--- config.mk ---
export PLATFORM = sky130hd
export DESIGN_NAME = sha1_message_digest_top
export DESIGN_NICKNAME = d
export VERILOG_FILES = /design/src/design/sha1md_pkg.sv /design/src/design/sha1md_queue.sv /design/src/design/sha1md_front.sv /design/src/design/sha1md_core.sv /design/src/design/sha1md_out.sv /design/src/design/sha1_message_digest_top.sv
export SDC_FILE = /design/constraint.sdc
export NUM_CORES = 2
export LEC_CHECK = 0
export BUFFER_PORTS_ARGS = -buffer_cell sky130_fd_sc_hd__buf_4
export CELL_PAD_IN_SITES_DETAIL_PLACEMENT = 0
export CELL_PAD_IN_SITES_GLOBAL_PLACEMENT = 1
export CORE_MARGIN = 2
export CORE_UTILIZATION = 45
export CTS_CLUSTER_DIAMETER = 80
export CTS_CLUSTER_SIZE = 12
export DETAILED_ROUTE_END_ITERATION = 8
export PLACE_DENSITY_LB_ADDON = 0.1
export SLEW_MARGIN = 10
export SYNTH_ARGS = -nofsm -noshare
export SYNTH_HDL_FRONTEND = slang
export SYNTH_SLANG_ARGS = --single-unit
--- constraint.sdc ---
create_clock -name clk -period 25.6 [get_ports clk]
set_clock_uncertainty 0.1 [all_clocks]
set_input_delay 3.84 -clock clk [delete_from_list [all_inputs] [get_ports clk]]
set_output_delay 3.84 -clock clk [all_outputs]
set_load 0.005 [all_outputs]
--- src/design/sha1md_pkg.sv ---
// Shared types and constants of the SHA-1 message digest block.
`timescale 1ns / 1ps
`default_nettype none
package sha1md_pkg;

  typedef struct packed {
    logic [31:0] data_word;
    logic [2:0]  valid_bytes;
    logic        end_of_message;
  } msg_word_t;

  typedef struct packed {
    logic [31:0] digest_word;
    logic [2:0]  word_index;
    logic        last_word;
  } dig_word_t;

  typedef struct packed {
    logic [31:0] data;
    logic        last;
  } qent_t;

  typedef logic [4:0][31:0] chain_t;

  localparam chain_t IV = {32'hC3D2E1F0, 32'h10325476, 32'h98BADCFE,
                           32'hEFCDAB89, 32'h67452301};

  localparam logic [31:0] K0 = 32'h5A827999;
  localparam logic [31:0] K1 = 32'h6ED9EBA1;
  localparam logic [31:0] K2 = 32'h8F1BBCDC;
  localparam logic [31:0] K3 = 32'hCA62C1D6;

  localparam logic [31:0] PAD_WORD = 32'h8000_0000;
  localparam logic [7:0]  PAD_BYTE = 8'h80;

  localparam int QDEPTH = 4;
  localparam int QAW    = $clog2(QDEPTH);
  localparam logic [QAW:0] QFULL = (QAW + 1)'(QDEPTH);

  localparam logic [3:0] LEN_SLOT    = 4'd14;
  localparam logic [4:0] STAGE_FULL  = 5'd16;
  localparam logic [2:0] FULL_BYTES  = 3'd4;
  localparam logic [2:0] LAST_INDEX  = 3'd4;
  localparam logic [6:0] LAST_ROUND  = 7'd79;
  localparam logic [6:0] ROUND_K1    = 7'd20;
  localparam logic [6:0] ROUND_K2    = 7'd40;
  localparam logic [6:0] ROUND_K3    = 7'd60;

endpackage
`default_nettype wire

--- src/design/sha1md_queue.sv ---
// Short word queue between the padding front end and the compression core.
`timescale 1ns / 1ps
`default_nettype none
module sha1md_queue (
  input  logic              clk,
  input  logic              rst,
  input  logic              push,
  input  sha1md_pkg::qent_t push_ent,
  output logic              full,
  output logic              pop_valid,
  output sha1md_pkg::qent_t pop_ent,
  input  logic              pop
);
  import sha1md_pkg::*;

  qent_t            mem [QDEPTH];
  logic [QAW-1:0]   wr_ptr;
  logic [QAW-1:0]   rd_ptr;
  logic [QAW:0]     count;
  logic             do_push;
  logic             do_pop;

  assign full      = (count == QFULL);
  assign pop_valid = (count != '0);
  assign pop_ent   = mem[rd_ptr];
  assign do_push   = push && !full;
  assign do_pop    = pop && pop_valid;

  always_ff @(posedge clk) begin
    if (rst) begin
      wr_ptr <= '0;
      rd_ptr <= '0;
      count  <= '0;
    end else begin
      if (do_push) begin
        wr_ptr <= wr_ptr + 1'b1;
      end
      if (do_pop) begin
        rd_ptr <= rd_ptr + 1'b1;
      end
      unique case ({do_push, do_pop})
        2'b10:   count <= count + 1'b1;
        2'b01:   count <= count - 1'b1;
        default: count <= count;
      endcase
    end
  end

  always_ff @(posedge clk) begin
    if (do_push) begin
      mem[wr_ptr] <= push_ent;
    end
  end

endmodule
`default_nettype wire

--- src/design/sha1md_front.sv ---
// Front end: takes message words, counts the length and generates the padding.
`timescale 1ns / 1ps
`default_nettype none
module sha1md_front (
  input  logic                  clk,
  input  logic                  rst,
  input  logic                  msg_valid,
  output logic                  msg_stall,
  input  sha1md_pkg::msg_word_t msg_word,
  output logic                  push,
  output sha1md_pkg::qent_t     push_ent,
  input  logic                  full
);
  import sha1md_pkg::*;

  typedef enum logic [3:0] {
    F_PASS  = 4'b0001,
    F_PAD80 = 4'b0010,
    F_PAD   = 4'b0100,
    F_LENLO = 4'b1000
  } fstate_t;

  fstate_t     state;
  fstate_t     state_next;
  logic [63:0] bit_length;
  logic [63:0] bit_length_next;
  logic [3:0]  fill;
  logic        take;
  logic [2:0]  nbytes;

  function automatic logic [31:0] pad_word(input logic [31:0] data, input logic [2:0] n);
    logic [31:0] w;
    case (n)
      3'd0:    w = PAD_WORD;
      3'd1:    w = {data[31:24], PAD_BYTE, 16'h0000};
      3'd2:    w = {data[31:16], PAD_BYTE, 8'h00};
      3'd3:    w = {data[31:8], PAD_BYTE};
      default: w = data;
    endcase
    return w;
  endfunction

  assign msg_stall = (state != F_PASS) || full;
  assign take      = msg_valid && !msg_stall;
  assign nbytes    = (msg_word.valid_bytes > FULL_BYTES) ? FULL_BYTES : msg_word.valid_bytes;

  always_comb begin
    push            = 1'b0;
    push_ent        = '0;
    state_next      = state;
    bit_length_next = bit_length;
    unique case (state)
      F_PASS: begin
        if (take) begin
          push = 1'b1;
          if (!msg_word.end_of_message) begin
            push_ent.data   = msg_word.data_word;
            bit_length_next = bit_length + 64'd32;
          end else begin
            push_ent.data   = pad_word(msg_word.data_word, nbytes);
            bit_length_next = bit_length + 64'({nbytes, 3'b000});
            state_next      = (nbytes == FULL_BYTES) ? F_PAD80 : F_PAD;
          end
        end
      end
      F_PAD80: begin
        if (!full) begin
          push          = 1'b1;
          push_ent.data = PAD_WORD;
          state_next    = F_PAD;
        end
      end
      F_PAD: begin
        if (!full) begin
          push = 1'b1;
          if (fill == LEN_SLOT) begin
            push_ent.data = bit_length[63:32];
            state_next    = F_LENLO;
          end
        end
      end
      F_LENLO: begin
        if (!full) begin
          push            = 1'b1;
          push_ent.data   = bit_length[31:0];
          push_ent.last   = 1'b1;
          bit_length_next = '0;
          state_next      = F_PASS;
        end
      end
      default: state_next = F_PASS;
    endcase
  end

  always_ff @(posedge clk) begin
    if (rst) begin
      state      <= F_PASS;
      bit_length <= '0;
      fill       <= '0;
    end else begin
      state      <= state_next;
      bit_length <= bit_length_next;
      if (push) begin
        fill <= fill + 1'b1;
      end
    end
  end

endmodule
`default_nettype wire

--- src/design/sha1md_core.sv ---
// Compression core: gathers 16-word blocks and runs the 80 SHA-1 rounds.
`timescale 1ns / 1ps
`default_nettype none
module sha1md_core (
  input  logic               clk,
  input  logic               rst,
  input  logic               pop_valid,
  input  sha1md_pkg::qent_t  pop_ent,
  output logic               pop,
  output logic               load,
  output sha1md_pkg::chain_t load_value,
  input  logic               out_busy
);
  import sha1md_pkg::*;

  typedef enum logic [2:0] {
    C_IDLE  = 3'b001,
    C_ROUND = 3'b010,
    C_ADD   = 3'b100
  } cstate_t;

  cstate_t          state;
  logic [15:0][31:0] stage;
  logic [15:0][31:0] sched;
  logic [4:0]       stage_cnt;
  logic             stage_last;
  logic             blk_last;
  chain_t           chain;
  chain_t           sum;
  logic [31:0]      a, b, c, d, e;
  logic [6:0]       round;
  logic [31:0]      f;
  logic [31:0]      k;
  logic [31:0]      tmp;
  logic [31:0]      w_mix;
  logic             start;

  assign pop   = pop_valid && (stage_cnt != STAGE_FULL);
  assign start = (state == C_IDLE) && (stage_cnt == STAGE_FULL);

  always_comb begin
    priority if (round < ROUND_K1) begin
      f = (b & c) | (~b & d);
      k = K0;
    end else if (round < ROUND_K2) begin
      f = b ^ c ^ d;
      k = K1;
    end else if (round < ROUND_K3) begin
      f = (b & c) | (b & d) | (c & d);
      k = K2;
    end else begin
      f = b ^ c ^ d;
      k = K3;
    end
  end

  assign tmp   = {a[26:0], a[31:27]} + f + e + sched[0] + k;
  assign w_mix = sched[13] ^ sched[8] ^ sched[2] ^ sched[0];
  assign sum   = {chain[4] + e, chain[3] + d, chain[2] + c, chain[1] + b, chain[0] + a};

  assign load       = (state == C_ADD) && blk_last && !out_busy;
  assign load_value = sum;

  always_ff @(posedge clk) begin
    if (rst) begin
      state     <= C_IDLE;
      stage_cnt <= '0;
      round     <= '0;
      chain     <= IV;
    end else begin
      if (start) begin
        stage_cnt <= '0;
      end else if (pop) begin
        stage_cnt <= stage_cnt + 1'b1;
      end
      unique case (state)
        C_IDLE: begin
          if (start) begin
            round <= '0;
            state <= C_ROUND;
          end
        end
        C_ROUND: begin
          round <= round + 1'b1;
          if (round == LAST_ROUND) begin
            state <= C_ADD;
          end
        end
        C_ADD: begin
          if (!blk_last) begin
            chain <= sum;
            state <= C_IDLE;
          end else if (!out_busy) begin
            chain <= IV;
            state <= C_IDLE;
          end
        end
        default: state <= C_IDLE;
      endcase
    end
  end

  always_ff @(posedge clk) begin
    if (pop) begin
      stage      <= {pop_ent.data, stage[15:1]};
      stage_last <= pop_ent.last;
    end
    if (start) begin
      sched    <= stage;
      a        <= chain[0];
      b        <= chain[1];
      c        <= chain[2];
      d        <= chain[3];
      e        <= chain[4];
      blk_last <= stage_last;
    end else if (state == C_ROUND) begin
      sched <= {{w_mix[30:0], w_mix[31]}, sched[15:1]};
      a     <= tmp;
      b     <= a;
      c     <= {b[1:0], b[31:2]};
      d     <= c;
      e     <= d;
    end
  end

endmodule
`default_nettype wire

--- src/design/sha1md_out.sv ---
// Digest output buffer: holds the five digest words and sends them in order.
`timescale 1ns / 1ps
`default_nettype none
module sha1md_out (
  input  logic                  clk,
  input  logic                  rst,
  input  logic                  load,
  input  sha1md_pkg::chain_t    load_value,
  output logic                  busy,
  output logic                  dig_valid,
  input  logic                  dig_stall,
  output sha1md_pkg::dig_word_t dig_word
);
  import sha1md_pkg::*;

  chain_t     held;
  logic [2:0] idx;
  logic       take;

  assign dig_valid            = busy;
  assign dig_word.digest_word = held[0];
  assign dig_word.word_index  = idx;
  assign dig_word.last_word   = (idx == LAST_INDEX);
  assign take                 = busy && !dig_stall;

  always_ff @(posedge clk) begin
    if (rst) begin
      busy <= 1'b0;
      idx  <= '0;
    end else if (load) begin
      busy <= 1'b1;
      idx  <= '0;
    end else if (take) begin
      if (idx == LAST_INDEX) begin
        busy <= 1'b0;
      end
      idx <= idx + 1'b1;
    end
  end

  always_ff @(posedge clk) begin
    if (load) begin
      held <= load_value;
    end else if (take) begin
      held <= {32'h0000_0000, held[4:1]};
    end
  end

endmodule
`default_nettype wire

--- src/design/sha1_message_digest_top.sv ---
// Top level of the SHA-1 message digest block.
// The msg channel takes one 32-bit message word per handshake, first byte in
// bits 31..24. Words without end_of_message count as four bytes; the word with
// end_of_message carries valid_bytes of message and closes the message.
// The dig channel then returns five digest words, index 0 first, last_word set
// on the fifth one.
// Each 16-word block passes the compression core in order: one load step,
// 80 rounds at one round per cycle and one chaining add. The next block is
// gathered while a block runs.
// After the final word the front end stalls the input while it inserts the
// 2 to 18 padding words: the pad, zero fill and 64-bit length.
// The last block's chaining add hands the digest to a free output buffer.
// A stall on the dig channel holds the current word; the core keeps working
// until it needs the digest buffer for the next message.
// Reset clears the length and the block fill, sets the chaining values to IV,
// and drops any words in flight.
`timescale 1ns / 1ps
`default_nettype none
module sha1_message_digest_top (
  input  logic                  clk,
  input  logic                  rst,
  input  logic                  msg_valid,
  output logic                  msg_stall,
  input  sha1md_pkg::msg_word_t msg_word,
  output logic                  dig_valid,
  input  logic                  dig_stall,
  output sha1md_pkg::dig_word_t dig_word
);
  import sha1md_pkg::*;

  logic   push;
  qent_t  push_ent;
  logic   full;
  logic   pop_valid;
  qent_t  pop_ent;
  logic   pop;
  logic   load;
  chain_t load_value;
  logic   out_busy;

  sha1md_front u_front (
    .clk       (clk),
    .rst       (rst),
    .msg_valid (msg_valid),
    .msg_stall (msg_stall),
    .msg_word  (msg_word),
    .push      (push),
    .push_ent  (push_ent),
    .full      (full)
  );

  sha1md_queue u_queue (
    .clk       (clk),
    .rst       (rst),
    .push      (push),
    .push_ent  (push_ent),
    .full      (full),
    .pop_valid (pop_valid),
    .pop_ent   (pop_ent),
    .pop       (pop)
  );

  sha1md_core u_core (
    .clk        (clk),
    .rst        (rst),
    .pop_valid  (pop_valid),
    .pop_ent    (pop_ent),
    .pop        (pop),
    .load       (load),
    .load_value (load_value),
    .out_busy   (out_busy)
  );

  sha1md_out u_out (
    .clk        (clk),
    .rst        (rst),
    .load       (load),
    .load_value (load_value),
    .busy       (out_busy),
    .dig_valid  (dig_valid),
    .dig_stall  (dig_stall),
    .dig_word   (dig_word)
  );

endmodule
`default_nettype wire

Word level (Yosys, flattened, before mapping). Memory sizes are Yosys's and may differ from the RTL's. A register that Yosys moved wholly into a read port is not among the register bits. Index checks and enable logic that the tools add are counted.

Input bits: 40. Bits in registers: 1571. Word-level logic and storage cells: 215. Output and inout bits: 38. Memory bits (writable): 132. Memories kept: 1.

Memories: u_queue.mem (words 4, width 33, read ports 1, clocked after Yosys merged registers in 1, wr ports 1, line sha1md_queue.sv:16) `qent_t mem [QDEPTH];`.

Add/sub/neg operators: 19. Equal/unequal tests: 30. Bitwise operators: 13. Reductions and logical operators: 30. $lt $le $gt $ge: 4. Mux-type cells: 60.

Operator list (count): 2-to-1 mux 512 bit (2); 2-to-1 mux 160 bit (4); 2-to-1 mux 32 bit (20); adder 32 bit (9); one-hot mux 32 bit (4 select lines) (2); 2-to-1 mux 64 bit (3); bitwise XOR 32 bit (5); bitwise AND 32 bit (4); one-hot mux 64 bit (2 select lines) (1); OR 32 bit (3); adder 64 x 6 -> 64 bit (1); adder 64 x 6 -> 64 bit, second input constant (1); 2-to-1 mux 33 bit (1); NOT 32 bit (1); 2-to-1 mux 31 bit (1); 2-to-1 mux 4 bit (6); 2-to-1 mux 3 bit (6); one-hot mux 4 bit (4 select lines) (1); less-than comparator 7 x 6 -> 1 bit, second input constant (2); one-hot mux 7 bit (2 select lines) (1); equality test 3 bit, second input constant (4); nonzero test 2 bit (6); != test 2 bit, second input constant (5); equality test 3 x 2 -> 1 bit, second input constant (3); other kinds (36) (64).

Depth between registers and ports, before layout.
Word-level depth: 12. Gate-level depth with buffers: 27. Gate-level depth less buffers: 25.

Cells and area by module. Synthesis repeated with hierarchy kept, for this count alone.

Cell total of the unflattened synthesis: 6688. Area, all modules: 79683.9 sq um.

Modules (own cells, without submodules): sha1md_core (instances 1, cells each 5516, area an instance 63007.9 sq um, seq. area each 39117.5 sq um); sha1md_out (instances 1, cells each 392, area an instance 7048.0 sq um, seq. area each 4884.7 sq um); sha1md_queue (instances 1, cells each 225, area an instance 5283.8 sq um, seq. area each 4144.0 sq um); sha1md_front (instances 1, cells each 555, area an instance 4344.2 sq um, seq. area each 1381.3 sq um).

Worst setup path after synthesis. Ideal clock, no wire load.

Path kind: reg2reg. Start: register u_core.stage_cnt[0]. End: register u_queue.count[2]. Data required time: 25430 ps. Cell stages (with the launch flop): 11. Library setup time: 70 ps. Path buffers: 0. Setup slack: -449 ps. Data arrival time: 25878 ps. Period minus slack after synthesis: 26049 ps. Cell sequence: dfxtp_1 > inv_1 > ha_1 > nor4bb_1 > nor2_1 > ha_1 > inv_1 > fa_1 > xor2_1 > or3_1 > a21oi_1.

Longest elaborated chain between the ends: 5. Elaborated cells between the ends (all ways): 7. Those cells by class: eq/ne (3); mux (1); reduce/logical (3).

RTL lines: from (decl) (line sha1md_core.sv:25) `logic [4:0] stage_cnt;`; from (signal assigned) (line sha1md_core.sv:74) `stage_cnt <= stage_cnt + 1'b1;`; != test 5 bit * (line sha1md_core.sv:38) `assign pop = pop_valid && (stage_cnt != STAGE_FULL);`; logical AND 1 bit * (line sha1md_core.sv:38); named net pop (line sha1_message_digest_top.sv:36) `logic pop;`; logical AND 1 bit * (line sha1md_queue.sv:27) `assign do_pop = pop && pop_valid;`; equality test 2 x 1 -> 1 bit / equality test 2 bit (equally long branches) (line sha1md_queue.sv:41) `unique case ({do_push, do_pop})`; one-hot mux 3 bit (2 select lines) / nonzero test 2 bit (equally long branches); to (signal assigned) (line sha1md_queue.sv:42) `2'b10: count <= count + 1'b1;`; to (signal assigned) (line sha1md_queue.sv:43) `2'b01: count <= count - 1'b1;`; to (signal assigned) (line sha1md_queue.sv:44) `default: count <= count;`; to (decl) (line sha1md_queue.sv:19) `logic [QAW:0] count;`.

The timed path passes the listed nets; every way through them passes the cells marked *. A chain may end at the register's enable or synchronous reset.

Final worst setup path.
Start: register u_core.round[4]. End: register u_core.a[20], data pin.

Longest elaborated chain between the ends: 10. Elaborated cells between the ends (all ways): 15. Those cells by class: add/sub (4); order compare (3); mux (8).

RTL lines: from (decl) (line sha1md_core.sv:31) `logic [6:0] round;`; from (signal assigned) (line sha1md_core.sv:84) `round <= round + 1'b1;`; less-than comparator 7 x 6 -> 1 bit (line sha1md_core.sv:48) `end else if (round < ROUND_K3) begin`; 2-to-1 mux 32 bit (line sha1md_core.sv:48); 2-to-1 mux 32 bit (line sha1md_core.sv:45) `end else if (round < ROUND_K2) begin`; 2-to-1 mux 32 bit (line sha1md_core.sv:42) `priority if (round < ROUND_K1) begin`; adder 32 bit (3 in a row) (line sha1md_core.sv:57) `assign tmp = {a[26:0], a[31:27]} + f + e + sched[0] + k;`; adder 32 bit * (line sha1md_core.sv:57); 2-to-1 mux 32 bit * (line sha1md_core.sv:116) `end else if (state == C_ROUND) begin`; 2-to-1 mux 32 bit * (line sha1md_core.sv:108) `if (start) begin`; to (signal assigned) (line sha1md_core.sv:110) `a <= chain[0];`; to (signal assigned) (line sha1md_core.sv:118) `a <= tmp;`; to (decl) (line sha1md_core.sv:30) `logic [31:0] a, b, c, d, e;`.

Every way passes the cells marked *; elsewhere a longest branch is shown, timed or not. The select of a mux whose other input is x is not followed.

==> qor.yml <==
run_status:
  status: "complete, no violations"
synthesis:
  syn_inst: 6893
  syn-num-nets: 7295
  synth_area_per_cell_um2: 11.5
  synth_top_area_share_pct: 55.9
  synth.distinct_cells: 91
  ys.flop_type: "edfxtp_1"
  ys_ff_latch: 1733
  synth_edf_count: 1478
  synth_seq_area_share_pct: 62.4
  synthArstFlopShare_pct: 0
  netlist_area_mm2: 0.0793
  ys_warn_count: 0
  synth_common_cells: "nand2_1, edfxtp_1, nor2_1, clkbuf_1, dfxtp_1"
  yosys.area.top_type: "edfxtp_1"
  ys_top_cells_by_area: "edfxtp_1, nand2_1, dfxtp_1, ha_1, fa_1"
  synth.most_common_cell: "nand2_1"
pwr:
  p_comb_share_pct: 7.7
  pwr-share-seq_pct: 58.5
  p_sw_mw: 1.72
  peakVddDrop_uv: 107
  p_sw_share_pct: 24.9
  clockPowerShare_pct: 33.8
  power_density_mw_per_mm2: 79.6
  p_leak_nw: 33.6
  internal_power_mw: 5.20
global_route:
  grt.overflow.total: 0
  grt_pass1_vias: 48741
  grt_max_degree: 188
  grt_pass1_wl_um: 303000
  antenna_found_initial: 6
  grt_util_all_layers_pct: 22.1
routing:
  drc: 0
  ant_nets: 0
  drt_pre_antenna_iters: 7
  post_drt_wl_per_cell_um: 21.3
  vias: 50076
  drtIter0Drc: 4324
  viasPerCell: 5.37
  routed_wl_um: 199000
setup_path:
  cp-end-kind: "register"
  cp_max_fo: 34
  worstPathRequired_ns: 26.03
  r2r-start: "u_core.round[4]$_SDFFE_PP0P_"
  reg2regPathDepth: 24
  reg2reg_to: "u_core.a[20]$_DFFE_PP_"
  r2r_slack_ns: 18.51
  worstSetupStartpointType: "register"
  worstSetupPathType: "register to register"
  cp.arrival_ns: 7.52
floorplanning:
  fp-row-count: 154
  ios: 78
  fp.dieH_um: 424
  core_region_area_mm2: 0.176
  dieArea_mm2: 0.180
  fp.dieW_um: 424
  start_util_pct: 45.1
cells_and_area:
  syn_to_final_growth_pct: 9.70
  post_route_cells_drive_above_1_share_pct: 6.03
  layoutNonFillerInstCount: 9325
  nets: 7279
timing:
  fmax_mhz: 141
  fin_crit_sh_pct: 27.7
  finalSetupTns_ns: 0
  slew_violations: 0
  min_period_ns: 7.09
  slew-limit-headroom_pct: 22.6
  finalSetupViolCount: 0
  hold_viol: 0
  rsz0062_at_grt: "false"
  tightest_slew_ns: 1.16
hold_path:
  min_to: "u_core.stage[40]$_DFFE_PP_"
  hp-class: "register to register"
  hp-start: "u_core.stage[72]$_DFFE_PP_"
  holdPathStages: 0
clocking:
  clk_pin_slew_ns: 0.07
  htreeDepth: 4
  clockBufferDepth: 3
  cts.sinks: 1733
  cts_resized: 0
  cts-root-buf: "clkbuf_16"
  clock_latency_ns: 0.84
  hold_buffers: 0
  cts_buffers: 166
  tritoncts: "built"
  postCtsSetupBuffers: 0
job:
  drv_cap: 0
placed_design:
  dpl.cell_count: 9049
  port_buffers: 77
  hpwl_um: 129000
  place.gp.congestion: 0.882
state kept, by name (all words and copies together) (netlist names), 3 cells and up:
name                cells
u_core.stage          512
u_core.a               32
u_front.state           4
u_core.e               32
u_core.round            7
u_front.fill            4
u_out.held            128
u_queue.count           3
u_out.idx               3
u_out.dig_word         32
u_core.c               32
u_core.state            3
u_core.stage_cnt        5
u_core.sched          512
u_core.b               32
u_core.chain          160
u_front.bit_length     61
u_core.d               32
u_queue.mem           132
placed cells by master, fill, tap and decap left out, types with 22 or more instances in the layout:
cell	count
nand3_1	54
a211oi_1	28
edfxtp_1	1478
o21a_1	31
and2_1	40
nand2b_1	27
ha_1	236
clkbuf_16	166
nand4_1	33
xor2_1	108
clkbuf_1	80
nor2b_1	50
a21oi_1	190
nor2_1	325
mux2_2	22
o21ai_0	135
inv_1	247
dfxtp_1	254
a221o_1	69
mux4_2	33
a222oi_1	25
buf_4	129
o21ai_1	57
and3_1	25
a21o_1	89
o21bai_1	34
a22oi_1	51
fa_1	126
nor3_1	41
a22o_1	28
nand2_1	2260
xnor2_1	229
area by class of cell:
cell class | count | area [um^2]
diodes | 2 | 5.00
clock buffers | 249 | 4500
clock inverters | 25 | 438
fillers | 15942 | 88700
inverters | 251 | 957
multi-input cells | 4590 | 27600
flip-flops and latches | 1733 | 49500
well taps | 2340 | 2930
repair buffers | 135 | 1090
power groups by stage:
stage	logic, mW	registers (mW)	clock network, mW
final	0.535	4.05	2.34
after detailed placement	0.560	4.11	0
after floorplan	0.359	4.25	0
after CTS	0.562	4.05	2.41
after global placement	0.552	4.09	0
after global routing	0.595	4.11	2.51
per-stage QoR:
step           power, mW  worst slack [ns]  utilization [%]  hold slack (ns)  cell area (um^2)
2_1_floorplan       4.61              8.83                -            0.300             79300
3_3_place_gp        4.64             18.47             46.7            0.328             82100
3_5_place_dp        4.67             18.45             46.7            0.331             82100
4_1_cts             7.02             18.46             49.5            0.324             87000
5_1_grt             7.21             17.95             49.5            0.351             87000
6_report            6.92             18.51             49.5            0.322             87000
per-layer routing:
metal	global-route usage (%)	up-vias	wire (um)	part of all wire, %
met5	0	-	0	0
met4	6.33	0	5050	2.5
met3	2.91	226	10200	5.1
met2	34.6	1134	91100	46
met1	32.2	24796	92700	47
li1	-	23920	-	-
critical path, stage by stage (launching register included):
cell and delay [ns]:
dfxtp_1 0.39, a41oi_1 0.61, inv_2 0.25, nor2_1 0.27, inv_2 0.06, nand2_1 0.08
buf_4 0.47, nor2_1 0.07, nor2_1 0.13, fa_1 0.45, fa_1 0.51, inv_1 0.05
fa_1 0.55, inv_1 0.06, ha_1 0.28, a21o_1 0.18, a21oi_1 0.22, o21ai_1 0.11
a2111oi_0 0.74, o41ai_2 0.30, a22oi_1 0.34, a21oi_1 0.15, a31oi_1 0.24, xor2_1 0.16
a21oi_1 0.08
logic make-up (layout without fill, tap and decap cells):
logic type | Yosys count | in the layout | synth area share [%]
compound gates | 899 | 899 | 7.88
flops | 1733 | 1733 | 62.4
other cells | 0 | 2 | 0
buf+inv | 570 | 660 | 2.86
fa+ha+maj | 362 | 362 | 6.90
simple gates | 2927 | 2927 | 14.9
xor+xnor | 338 | 338 | 3.75
mux | 64 | 64 | 1.36
worst max path at each step:
| stage | from | depth (start not counted) | slack, ns | end |
|---|---|---|---|---|
| final | u_core.round[4]$_SDFFE_PP0P_ | 24 | 18.51 | u_core.a[20]$_DFFE_PP_ |
| after global routing | u_core.round[4]$_SDFFE_PP0P_ | 24 | 17.95 | u_core.a[20]$_DFFE_PP_ |
| after CTS | u_core.round[4]$_SDFFE_PP0P_ | 24 | 18.46 | u_core.a[20]$_DFFE_PP_ |
| after detailed placement | u_core.round[4]$_SDFFE_PP0P_ | 24 | 18.45 | u_core.a[20]$_DFFE_PP_ |
| after global placement | u_core.round[4]$_SDFFE_PP0P_ | 24 | 18.47 | u_core.a[20]$_DFFE_PP_ |
| after floorplan | u_core.stage_cnt[0]$_SDFFE_PP0P_ | 10 | 8.83 | u_queue.count[2]$_SDFFE_PP0P_ |
(Power assumes the default switching activity.)
